**src/assert_macros.svh**
```systemverilog
// Assertion macros used by the top level of the sprite animator
`ifndef ASSERT_MACROS_SVH
`define ASSERT_MACROS_SVH

// Implication checked in the same cycle, off while reset is low
`define SFA_ASSERT(lbl, prop, msg) \
    lbl: assert property (@(posedge i_clk) disable iff (!i_rst_n) prop) else $error(msg);

// Antecedent in one cycle, consequent in the next
`define SFA_ASSERT_NEXT(lbl, ante, cons, msg) \
    lbl: assert property (@(posedge i_clk) disable iff (!i_rst_n) ante |=> cons) \
        else $error(msg);

`endif

```
**src/sfa_pkg.sv**
```systemverilog
// Types, codes and helper functions of the sprite frame animator
`default_nettype none

package sfa_pkg;

    localparam int MAX_SIDE_DEF   = 64;
    localparam int MAX_FRAMES_DEF = 255;

    // frame advance remainder unit: one dividend bit per cycle
    localparam int DIV_W     = 9;
    localparam int DIV_CNT_W = 4;
    // r_settle value at which frame_base is valid after a frame or geometry change
    localparam int BASE_LAT  = 2;

    localparam logic [1:0] ACT_BEGIN  = 2'd0;
    localparam logic [1:0] ACT_UPDATE = 2'd1;
    localparam logic [1:0] ACT_PIXEL  = 2'd2;

    localparam logic [1:0] KIND_CLEAR = 2'd0;
    localparam logic [1:0] KIND_FETCH = 2'd1;
    localparam logic [1:0] KIND_FILL  = 2'd2;

    localparam logic [2:0] REG_POS_X       = 3'd0;
    localparam logic [2:0] REG_POS_Y       = 3'd1;
    localparam logic [2:0] REG_PIXEL_SCALE = 3'd2;
    localparam logic [2:0] REG_SPRITE_W    = 3'd3;
    localparam logic [2:0] REG_SPRITE_H    = 3'd4;
    localparam logic [2:0] REG_FRAME_TOTAL = 3'd5;
    localparam logic [2:0] REG_INTERVAL    = 3'd6;
    localparam logic [2:0] REG_COLOR_KEY   = 3'd7;

    typedef struct packed {
        logic [1:0]  action;
        logic [31:0] now_ms;
        logic [15:0] pixel_color;
    } t_in;

    typedef struct packed {
        logic [1:0]  kind;
        logic [11:0] rect_x;
        logic [11:0] rect_y;
        logic [9:0]  rect_w;
        logic [9:0]  rect_h;
        logic [15:0] fill_color;
        logic [7:0]  frame_number;
        logic [19:0] frame_base;
        logic        last;
    } t_out;

    typedef struct packed {
        logic begin_anim;
        logic update;
        logic pixel;
        logic div_step;
        logic load_clr;
        logic load_fetch;
    } t_cmd;

    typedef struct packed {
        logic due;
        logic base_ok;
        logic div_done;
        logic out_free;
    } t_sts;

    function automatic logic [6:0] eff_side(input logic [6:0] v, input int max_side);
        logic [6:0] r;
        if (v == 7'd0) begin
            r = 7'd1;
        end else if (int'(v) > max_side) begin
            r = 7'(max_side);
        end else begin
            r = v;
        end
        return r;
    endfunction

    function automatic logic [7:0] eff_frames(input logic [7:0] v, input int max_frames);
        logic [7:0] r;
        if (v == 8'd0) begin
            r = 8'd1;
        end else if (int'(v) > max_frames) begin
            r = 8'(max_frames);
        end else begin
            r = v;
        end
        return r;
    endfunction

    function automatic logic [9:0] sat10(input logic [10:0] v);
        return (v > 11'd1023) ? 10'd1023 : v[9:0];
    endfunction

endpackage

`default_nettype wire

```
**src/sfa_ctrl.sv**
```systemverilog
// Controller state machine of the sprite frame animator
`default_nettype none

module sfa_ctrl import sfa_pkg::*; (
    input  wire logic       i_clk,
    input  wire logic       i_rst_n,
    input  wire logic       i_in_valid,
    input  wire logic [1:0] i_action,
    input  wire t_sts       i_sts,
    output logic            o_in_stall,
    output t_cmd            o_cmd
);

    typedef enum logic [3:0] {
        S_IDLE  = 4'b0001,
        S_DIV   = 4'b0010,
        S_CLEAR = 4'b0100,
        S_FETCH = 4'b1000
    } t_state;

    t_state r_state, n_state;
    logic   accept;

    always_comb begin
        n_state    = r_state;
        o_cmd      = '0;
        o_in_stall = !((r_state == S_IDLE) && i_sts.base_ok && i_sts.out_free);
        accept     = i_in_valid && !o_in_stall;
        case (r_state)
            S_IDLE: begin
                if (accept) begin
                    case (i_action)
                        ACT_BEGIN: begin
                            o_cmd.begin_anim = 1'b1;
                            n_state          = S_FETCH;
                        end
                        ACT_UPDATE: begin
                            if (i_sts.due) begin
                                o_cmd.update = 1'b1;
                                n_state      = S_DIV;
                            end
                        end
                        ACT_PIXEL: begin
                            o_cmd.pixel = 1'b1;
                        end
                        default: ;
                    endcase
                end
            end
            S_DIV: begin
                o_cmd.div_step = 1'b1;
                if (i_sts.div_done) begin
                    n_state = S_CLEAR;
                end
            end
            S_CLEAR: begin
                if (i_sts.base_ok && i_sts.out_free) begin
                    o_cmd.load_clr = 1'b1;
                    n_state        = S_FETCH;
                end
            end
            S_FETCH: begin
                if (i_sts.base_ok && i_sts.out_free) begin
                    o_cmd.load_fetch = 1'b1;
                    n_state          = S_IDLE;
                end
            end
            default: n_state = S_IDLE;
        endcase
    end

    always_ff @(posedge i_clk) begin
        if (!i_rst_n) begin
            r_state <= S_IDLE;
        end else begin
            r_state <= n_state;
        end
    end

endmodule

`default_nettype wire

```
**src/sfa_dp.sv**
```systemverilog
// Datapath: registers, timer check, frame remainder unit, raster and result register
`default_nettype none

module sfa_dp import sfa_pkg::*; #(
    parameter int MAX_SIDE   = MAX_SIDE_DEF,
    parameter int MAX_FRAMES = MAX_FRAMES_DEF
) (
    input  wire logic        i_clk,
    input  wire logic        i_rst_n,
    input  wire t_in         i_in,
    input  wire t_cmd        i_cmd,
    output t_sts             o_sts,
    input  wire logic        i_cfg_we,
    input  wire logic [2:0]  i_cfg_index,
    input  wire logic [15:0] i_cfg_data,
    output logic             o_out_valid,
    output t_out             o_out_data,
    input  wire logic        i_out_stall
);

    localparam int CNT_W = (MAX_SIDE > 1) ? $clog2(MAX_SIDE) : 1;
    localparam int CW    = (CNT_W + 1 > 7) ? CNT_W + 1 : 7;

    logic [10:0] r_pos_x, r_pos_y;
    logic [3:0]  r_scale;
    logic [6:0]  r_sprite_w, r_sprite_h;
    logic [7:0]  r_frame_total;
    logic [15:0] r_interval;
    logic [15:0] r_color_key;

    logic [31:0] r_last_time;
    logic [7:0]  r_cur;
    logic [CNT_W-1:0] r_row, r_col;
    logic        r_drawing;

    logic [DIV_W-1:0]     r_dvd, r_rem;
    logic [DIV_CNT_W-1:0] r_dcnt;

    logic [14:0] r_fw;
    logic [19:0] r_base;
    logic [1:0]  r_settle;

    logic        r_out_valid;
    t_out        r_out;

    logic [6:0]  eff_w, eff_h;
    logic [7:0]  eff_f;
    logic [31:0] elapsed;
    logic [DIV_W-1:0] rem_sh, n_rem;
    logic [CW-1:0] col_nx, row_nx;
    logic        col_end, row_end;
    logic        keyed;
    logic [11:0] fill_x, fill_y;
    logic        out_free;
    logic        n_out_load;
    t_out        n_out;

    assign eff_w = eff_side(r_sprite_w, MAX_SIDE);
    assign eff_h = eff_side(r_sprite_h, MAX_SIDE);
    assign eff_f = eff_frames(r_frame_total, MAX_FRAMES);

    assign elapsed = i_in.now_ms - r_last_time;

    // restoring remainder: shift in one dividend bit, subtract frame count if it fits
    assign rem_sh = {r_rem[DIV_W-2:0], r_dvd[DIV_W-1]};
    assign n_rem  = (rem_sh >= DIV_W'(eff_f)) ? rem_sh - DIV_W'(eff_f) : rem_sh;

    assign col_nx  = CW'(r_col) + CW'(1);
    assign row_nx  = CW'(r_row) + CW'(1);
    assign col_end = col_nx >= CW'(eff_w);
    assign row_end = row_nx >= CW'(eff_h);
    assign keyed   = i_in.pixel_color == r_color_key;

    assign fill_x = 12'(r_pos_x) + 12'(r_col) * 12'(r_scale);
    assign fill_y = 12'(r_pos_y) + 12'(r_row) * 12'(r_scale);

    assign out_free = !r_out_valid || !i_out_stall;

    always_comb begin
        o_sts.due      = elapsed >= 32'(r_interval);
        o_sts.base_ok  = r_settle == 2'(BASE_LAT);
        o_sts.div_done = r_dcnt == DIV_CNT_W'(DIV_W - 1);
        o_sts.out_free = out_free;
    end

    always_comb begin
        n_out              = '0;
        n_out.frame_number = r_cur;
        n_out.frame_base   = r_base;
        n_out_load         = 1'b0;
        if (i_cmd.load_clr) begin
            n_out.kind   = KIND_CLEAR;
            n_out.rect_x = 12'(r_pos_x);
            n_out.rect_y = 12'(r_pos_y);
            n_out.rect_w = sat10(11'(eff_w) * 11'(r_scale));
            n_out.rect_h = sat10(11'(eff_h) * 11'(r_scale));
            n_out_load   = 1'b1;
        end else if (i_cmd.load_fetch) begin
            n_out.kind = KIND_FETCH;
            n_out.last = 1'b1;
            n_out_load = 1'b1;
        end else if (i_cmd.pixel && r_drawing && !keyed) begin
            n_out.kind       = KIND_FILL;
            n_out.rect_x     = fill_x;
            n_out.rect_y     = fill_y;
            n_out.rect_w     = 10'(r_scale);
            n_out.rect_h     = 10'(r_scale);
            n_out.fill_color = i_in.pixel_color;
            n_out.last       = 1'b1;
            n_out_load       = 1'b1;
        end
    end

    // configuration registers
    always_ff @(posedge i_clk) begin
        if (!i_rst_n) begin
            r_pos_x       <= 11'd0;
            r_pos_y       <= 11'd0;
            r_scale       <= 4'd1;
            r_sprite_w    <= 7'd20;
            r_sprite_h    <= 7'd20;
            r_frame_total <= 8'd1;
            r_interval    <= 16'd100;
            r_color_key   <= 16'd0;
        end else if (i_cfg_we) begin
            case (i_cfg_index)
                REG_POS_X:       r_pos_x       <= i_cfg_data[10:0];
                REG_POS_Y:       r_pos_y       <= i_cfg_data[10:0];
                REG_PIXEL_SCALE: r_scale       <= i_cfg_data[3:0];
                REG_SPRITE_W:    r_sprite_w    <= i_cfg_data[6:0];
                REG_SPRITE_H:    r_sprite_h    <= i_cfg_data[6:0];
                REG_FRAME_TOTAL: r_frame_total <= i_cfg_data[7:0];
                REG_INTERVAL:    r_interval    <= i_cfg_data;
                REG_COLOR_KEY:   r_color_key   <= i_cfg_data;
                default: ;
            endcase
        end
    end

    // animation state, raster and remainder unit
    always_ff @(posedge i_clk) begin
        if (!i_rst_n) begin
            r_last_time <= 32'd0;
            r_cur       <= 8'd0;
            r_row       <= '0;
            r_col       <= '0;
            r_drawing   <= 1'b0;
            r_dcnt      <= '0;
        end else begin
            if (i_cmd.begin_anim || i_cmd.update) begin
                r_last_time <= i_in.now_ms;
                r_row       <= '0;
                r_col       <= '0;
                r_drawing   <= 1'b1;
            end else if (i_cmd.pixel && r_drawing) begin
                if (col_end) begin
                    r_col <= '0;
                    if (row_end) begin
                        r_row     <= '0;
                        r_drawing <= 1'b0;
                    end else begin
                        r_row <= CNT_W'(row_nx);
                    end
                end else begin
                    r_col <= CNT_W'(col_nx);
                end
            end
            if (i_cmd.begin_anim) begin
                r_cur <= 8'd0;
            end
            if (i_cmd.update) begin
                r_dcnt <= '0;
            end else if (i_cmd.div_step) begin
                r_dcnt <= r_dcnt + DIV_CNT_W'(1);
                if (o_sts.div_done) begin
                    r_cur <= n_rem[7:0];
                end
            end
        end
    end

    always_ff @(posedge i_clk) begin
        if (i_cmd.update) begin
            r_dvd <= DIV_W'(r_cur) + DIV_W'(1);
            r_rem <= '0;
        end else if (i_cmd.div_step) begin
            r_dvd <= r_dvd << 1;
            r_rem <= n_rem;
        end
    end

    // frame_base = frame * width * height, two registered products
    always_ff @(posedge i_clk) begin
        r_fw   <= 15'(r_cur) * 15'(eff_w);
        r_base <= 20'(22'(r_fw) * 22'(eff_h));
    end

    always_ff @(posedge i_clk) begin
        if (!i_rst_n) begin
            r_settle <= 2'd0;
        end else if (i_cfg_we || i_cmd.begin_anim || (i_cmd.div_step && o_sts.div_done)) begin
            r_settle <= 2'd0;
        end else if (r_settle != 2'(BASE_LAT)) begin
            r_settle <= r_settle + 2'd1;
        end
    end

    // result register
    always_ff @(posedge i_clk) begin
        if (!i_rst_n) begin
            r_out_valid <= 1'b0;
        end else if (n_out_load) begin
            r_out_valid <= 1'b1;
        end else if (!i_out_stall) begin
            r_out_valid <= 1'b0;
        end
    end

    always_ff @(posedge i_clk) begin
        if (n_out_load) begin
            r_out <= n_out;
        end
    end

    assign o_out_valid = r_out_valid;
    assign o_out_data  = r_out;

endmodule

`default_nettype wire

```
**src/sprite_frame_animator.sv**
```systemverilog
// Top level of the sprite frame animator: controller plus datapath
//
//  channel | direction | handshake                 | payload
//  --------+-----------+---------------------------+---------------------------
//  in      | in        | i_in_valid / o_in_stall   | i_in_data  (t_in)
//  out     | out       | o_out_valid / i_out_stall | o_out_data (t_out)
//  cfg     | in        | i_cfg_valid / o_cfg_ready | i_cfg_index, i_cfg_data
//
// Pixel items and updates that are not yet due are taken without leaving the idle state.
// A due update runs the bit-serial frame remainder, waits on the frame_base multiplier
// pipeline, then issues the clear and fetch requests.
// A begin item waits on the same multiplier pipeline, then issues the fetch request.
// After reset or a config write, input is held off while frame_base settles.
// One result register; a stalled output blocks new input only once it is full.
`default_nettype none

`include "assert_macros.svh"

module sprite_frame_animator import sfa_pkg::*; #(
    parameter int MAX_SIDE   = MAX_SIDE_DEF,
    parameter int MAX_FRAMES = MAX_FRAMES_DEF
) (
    input  wire logic        i_clk,
    input  wire logic        i_rst_n,
    input  wire logic        i_in_valid,
    output logic             o_in_stall,
    input  wire t_in         i_in_data,
    output logic             o_out_valid,
    input  wire logic        i_out_stall,
    output t_out             o_out_data,
    input  wire logic        i_cfg_valid,
    output logic             o_cfg_ready,
    input  wire logic [2:0]  i_cfg_index,
    input  wire logic [15:0] i_cfg_data
);

    t_cmd cmd;
    t_sts sts;

    assign o_cfg_ready = 1'b1;

    sfa_ctrl u_ctrl (
        .i_clk      (i_clk),
        .i_rst_n    (i_rst_n),
        .i_in_valid (i_in_valid),
        .i_action   (i_in_data.action),
        .i_sts      (sts),
        .o_in_stall (o_in_stall),
        .o_cmd      (cmd)
    );

    sfa_dp #(
        .MAX_SIDE   (MAX_SIDE),
        .MAX_FRAMES (MAX_FRAMES)
    ) u_dp (
        .i_clk       (i_clk),
        .i_rst_n     (i_rst_n),
        .i_in        (i_in_data),
        .i_cmd       (cmd),
        .o_sts       (sts),
        .i_cfg_we    (i_cfg_valid && o_cfg_ready),
        .i_cfg_index (i_cfg_index),
        .i_cfg_data  (i_cfg_data),
        .o_out_valid (o_out_valid),
        .o_out_data  (o_out_data),
        .i_out_stall (i_out_stall)
    );

    `SFA_ASSERT(a_load_free, (cmd.load_clr || cmd.load_fetch) |-> sts.out_free, "result overrun")
    `SFA_ASSERT(a_busy_in_div, cmd.div_step |-> o_in_stall, "input taken during frame advance")
    `SFA_ASSERT_NEXT(a_begin_base_stale, cmd.begin_anim, !sts.base_ok, "stale frame_base")

endmodule

`default_nettype wire

```
**config.mk**
```make
export PLATFORM = sky130hd
export DESIGN_NAME = sprite_frame_animator
export DESIGN_NICKNAME = d
export VERILOG_FILES = /design/src/sfa_pkg.sv /design/src/sfa_ctrl.sv /design/src/sfa_dp.sv /design/src/sprite_frame_animator.sv
export VERILOG_INCLUDE_DIRS = /design/src /design/src/src
export SDC_FILE = /design/constraint.sdc
export NUM_CORES = 1
export LEC_CHECK = 0
export BUFFER_PORTS_ARGS = -buffer_cell sky130_fd_sc_hd__buf_4
export CELL_PAD_IN_SITES_DETAIL_PLACEMENT = 2
export CELL_PAD_IN_SITES_GLOBAL_PLACEMENT = 2
export CORE_MARGIN = 1.5
export CORE_UTILIZATION = 42
export CTS_CLUSTER_SIZE = 12
export DETAILED_ROUTE_END_ITERATION = 8
export PLACE_DENSITY_LB_ADDON = 0.2
export SKIP_CTS_REPAIR_TIMING = 1
export SKIP_LAST_GASP = 1
export SLEW_MARGIN = 40
export SYNTH_ARGS = -nofsm -noshare
export SYNTH_HDL_FRONTEND = slang
export SYNTH_SLANG_ARGS = --single-unit
export TNS_END_PERCENT = 50
```
**constraint.sdc**
```tcl
create_clock -name i_clk -period 7.85 [get_ports i_clk]
set_input_delay 0.3925 -clock i_clk [delete_from_list [all_inputs] [get_ports i_clk]]
set_output_delay 0.3925 -clock i_clk [all_outputs]
set_load 0.005 [all_outputs]
```
==> impl_results.md <==
* Hold Crit Depth at 2
* First-pass GRT wire length at 115,000 um
* CP max FO at 25
* Finished Core Util at 48.4%
* Peak VDD IR at 0.144 mV
* Hold Vio Cnt, Final at 0
* P_leak at 0.0114 uW
* Max-Cap Viols at 0
* Setup_tns at 0 ns
* Die X at approximately 230 um
* Wire per inst at 21.7 um
* Post-route clock period utilization at 75.1%
* Tot GR Track Use at 26.8%
* Share of post-route cells with drive strength above 1 at between 10% and 20%
* Main synth FF type: dfxtp_1
* I/O Buffers at 166
* DR iter-0 viols at 679
* Final GP Congestion at between 0.8 and 0.9
* P per Cell Area at 151 nW/um2
* Drt total wl at 71,900 um
* Initial antenna violation count at 1
* Clock latency on the worst-skew pair at 0.57 ns
* Relative max-transition margin at 44.8%
* CTS sink count at ~290
* Core area at 52,800 um2
* CTS H-tree lvls at 2
* Starting Density at 42.6%
* Worst Setup Path Type: reg -> reg
* Top cells by count, synth: 383 x nand2_1, 308 x inv_1, 211 x ha_1, 187 x dfxtp_1, 175 x and2_1
* Mapped Area at 22,500 um2
* Top-area cell type share of the netlist area at 16.7%
* Achievable Freq at 170 MHz
* Req. time, crit path at between 8 and 9 ns
* RSZ-0062 raised after global routing: false
* Largest net degree at the start of global routing at 99
* Std cell rows at 84
* DR DRC count at 2
* Seq/Total Area, Yosys at 30.0%
* Clock root cell: clkbuf_16
* Mapped Avg Cell Area at 9.05 um2
* Critical path capture point type: flop
* Fraction of registers with async set or reset after synthesis at 0%
* Layout Nets at 3,022
* Global route overflow at 0
* Critical Path Source Type: flop
* Worst-Margin Slew at 0.827 ns
* Setup violations, final at 0
* Post-route ant nets at 0
* Cells on worst reg2reg path at 20
* Layout fillers at 5,638
* P&R area growth vs syn at 13.6%
* Post-synth EDFFs at 100
* Most numerous cell in the Yosys netlist: nand2_1
* Fin crit period at 5.89 ns
* Cell area after layout at 25,500 um2
* Max Slew Vio Count at 0
* Drt pass-1 iters at 9
* Synthesized instance count at 2,483
* Clock Path Buffers at 3
* CTS tree: yes
* Total die area at 54,900 um2
* Area leader, netlist: dfxtp_1
* Area contributors post-synth: dfxtp_1 17%, edfxtp_1 13%, fa_1 13%, ha_1 12%, nand2_1 6.4%
* FF+latch count, synth at 287
* Synth warn at 0
* I/O pin total at 168
* Failing checks: DRC
* Vias in the first global route at about 21,000
* Worst path arrival time at 6.41 ns
* CTS clk-pin slew, worst paths at roughly 0.060 ns
* Die Height at 234 um
* Mapped Nets at 2,912
* Run status: finished with violations
* Post-DP Area at 24,300 um2
* Post-synth cell types at 90
* Drt via density at 5.44
* DP HPWL at 52,700 um
* DR vias at 18,000
* HP Class: in -> reg
* TritonCTS Buffers at 38
* Clock skew at around 0.017 ns
-- where the power goes --
group	switching [uW]	internal, uW
Clock	723	1070
Sequential	36.4	1560
Combinational	286	188
Total	1050	2820
-- flip-flops by register name (all words and copies together), names as in the netlist, 8 cells and up --
name / cells
u_dp.r_color_key: 16
u_dp.r_rem: 8
u_dp.r_base: 20
u_dp.o_out_data: 91
u_dp.r_pos_y: 11
u_dp.r_pos_x: 11
u_dp.r_dvd: 9
u_dp.r_interval: 16
u_dp.r_cur: 8
u_dp.r_fw: 15
u_dp.r_last_time: 32
u_dp.r_frame_total: 8
-- final timing paths --
kind | start | endpoint | slack [ns]
max reg2reg | u_dp.r_sprite_h[6] | u_dp.r_base[18] | 1.96
min reg2reg | u_dp.r_base[8] | u_dp.o_out_data[9] | 0.40
max | u_dp.r_sprite_h[6] | u_dp.r_base[18] | 1.96
min | i_cfg_valid | u_dp.r_settle[1] | 0.06
-- worst max-delay path, cell delays in order, from the launching register on --
cell and delay [ns]:
dfxtp_1 0.85, nor2b_2 0.35, and2_1 0.28, fa_1 0.53, inv_1 0.05, fa_1 0.47, inv_1 0.06, fa_1 0.54
inv_1 0.06, fa_1 0.54, inv_1 0.05, ha_1 0.34, inv_1 0.07, o21bai_1 0.07, a21oi_1 0.24, o21bai_1 0.12
a211oi_1 0.35, o21ai_0 0.20, and2_1 0.21, nor4bb_1 0.29, a211o_1 0.14
-- cell usage in the layout, fill, tap and decap left out, drive strengths merged, types with 7 or more instances in the layout --
master,synthesis,final
nand2b,14,14
nor4,7,7
o22ai,7,7
a211oi,14,14
and2,176,176
o21bai,24,24
nand4,20,20
dfxtp,187,187
o21ai,62,62
a22o,14,14
o211ai,9,9
nand2,383,383
o21a,11,11
edfxtp,100,100
nor3,25,25
inv,308,310
clkinv,1,8
mux2,7,7
clkbuf,91,55
or3,12,12
xnor2,86,86
nor2,86,86
nand3,30,30
a21o,37,37
mux2i,60,60
xor2,34,34
ha,211,211
buf,21,182
fa,144,144
nor4b,9,9
nor2b,39,39
a21boi,67,67
a21oi,114,114
-- final cells by class --
type / count / area [um2] / area share, %
timing repair buffer: 182 / 1400 / 5.47
multi-input combinational: 1775 / 14100 / 55.3
antenna: 1 / 2.50 / 0.00980
tap: 688 / 861 / 3.37
inverter: 309 / 1160 / 4.55
clock buffer: 55 / 1050 / 4.13
sequential: 287 / 6750 / 26.4
clock inverter: 15 / 196 / 0.769
-- layer usage --
metal  vias to the layer above  share of wire (%)  routed length (um)  global-route usage [%]
met5                         -                  0                   0                       0
met3                       115                2.7                1920                    2.92
li1                       8377                  -                   -                       -
met4                         0                3.0                2130                    9.20
met2                       260                 54               38800                    51.5
met1                      9257                 40               29000                    30.6
-- through the flow --
stage,total power [uW],setup slack [ns],instances,hold WS [ns]
floorplan,1920,2.87,2483,0.386
global placement,2050,1.98,3239,0.387
detailed placement,2090,2.02,3241,0.390
CTS,3900,1.94,3311,0.0256
global route,4010,1.54,3312,0.0574
finish,3860,1.96,3312,0.0605
-- logic make-up after synthesis --
family	after synthesis	synth area share, %
AOI/OAI and AO/OA	399	12.0
xor gates and xnor gates	120	4.71
muxes	67	3.07
adders and majority gates	355	24.6
buffers and inverters	421	7.44
other	1	0.0167
and+or+nand+nor	833	18.2
DFF	287	30.0
No activity file was read; power rests on OpenSTA's default activity.
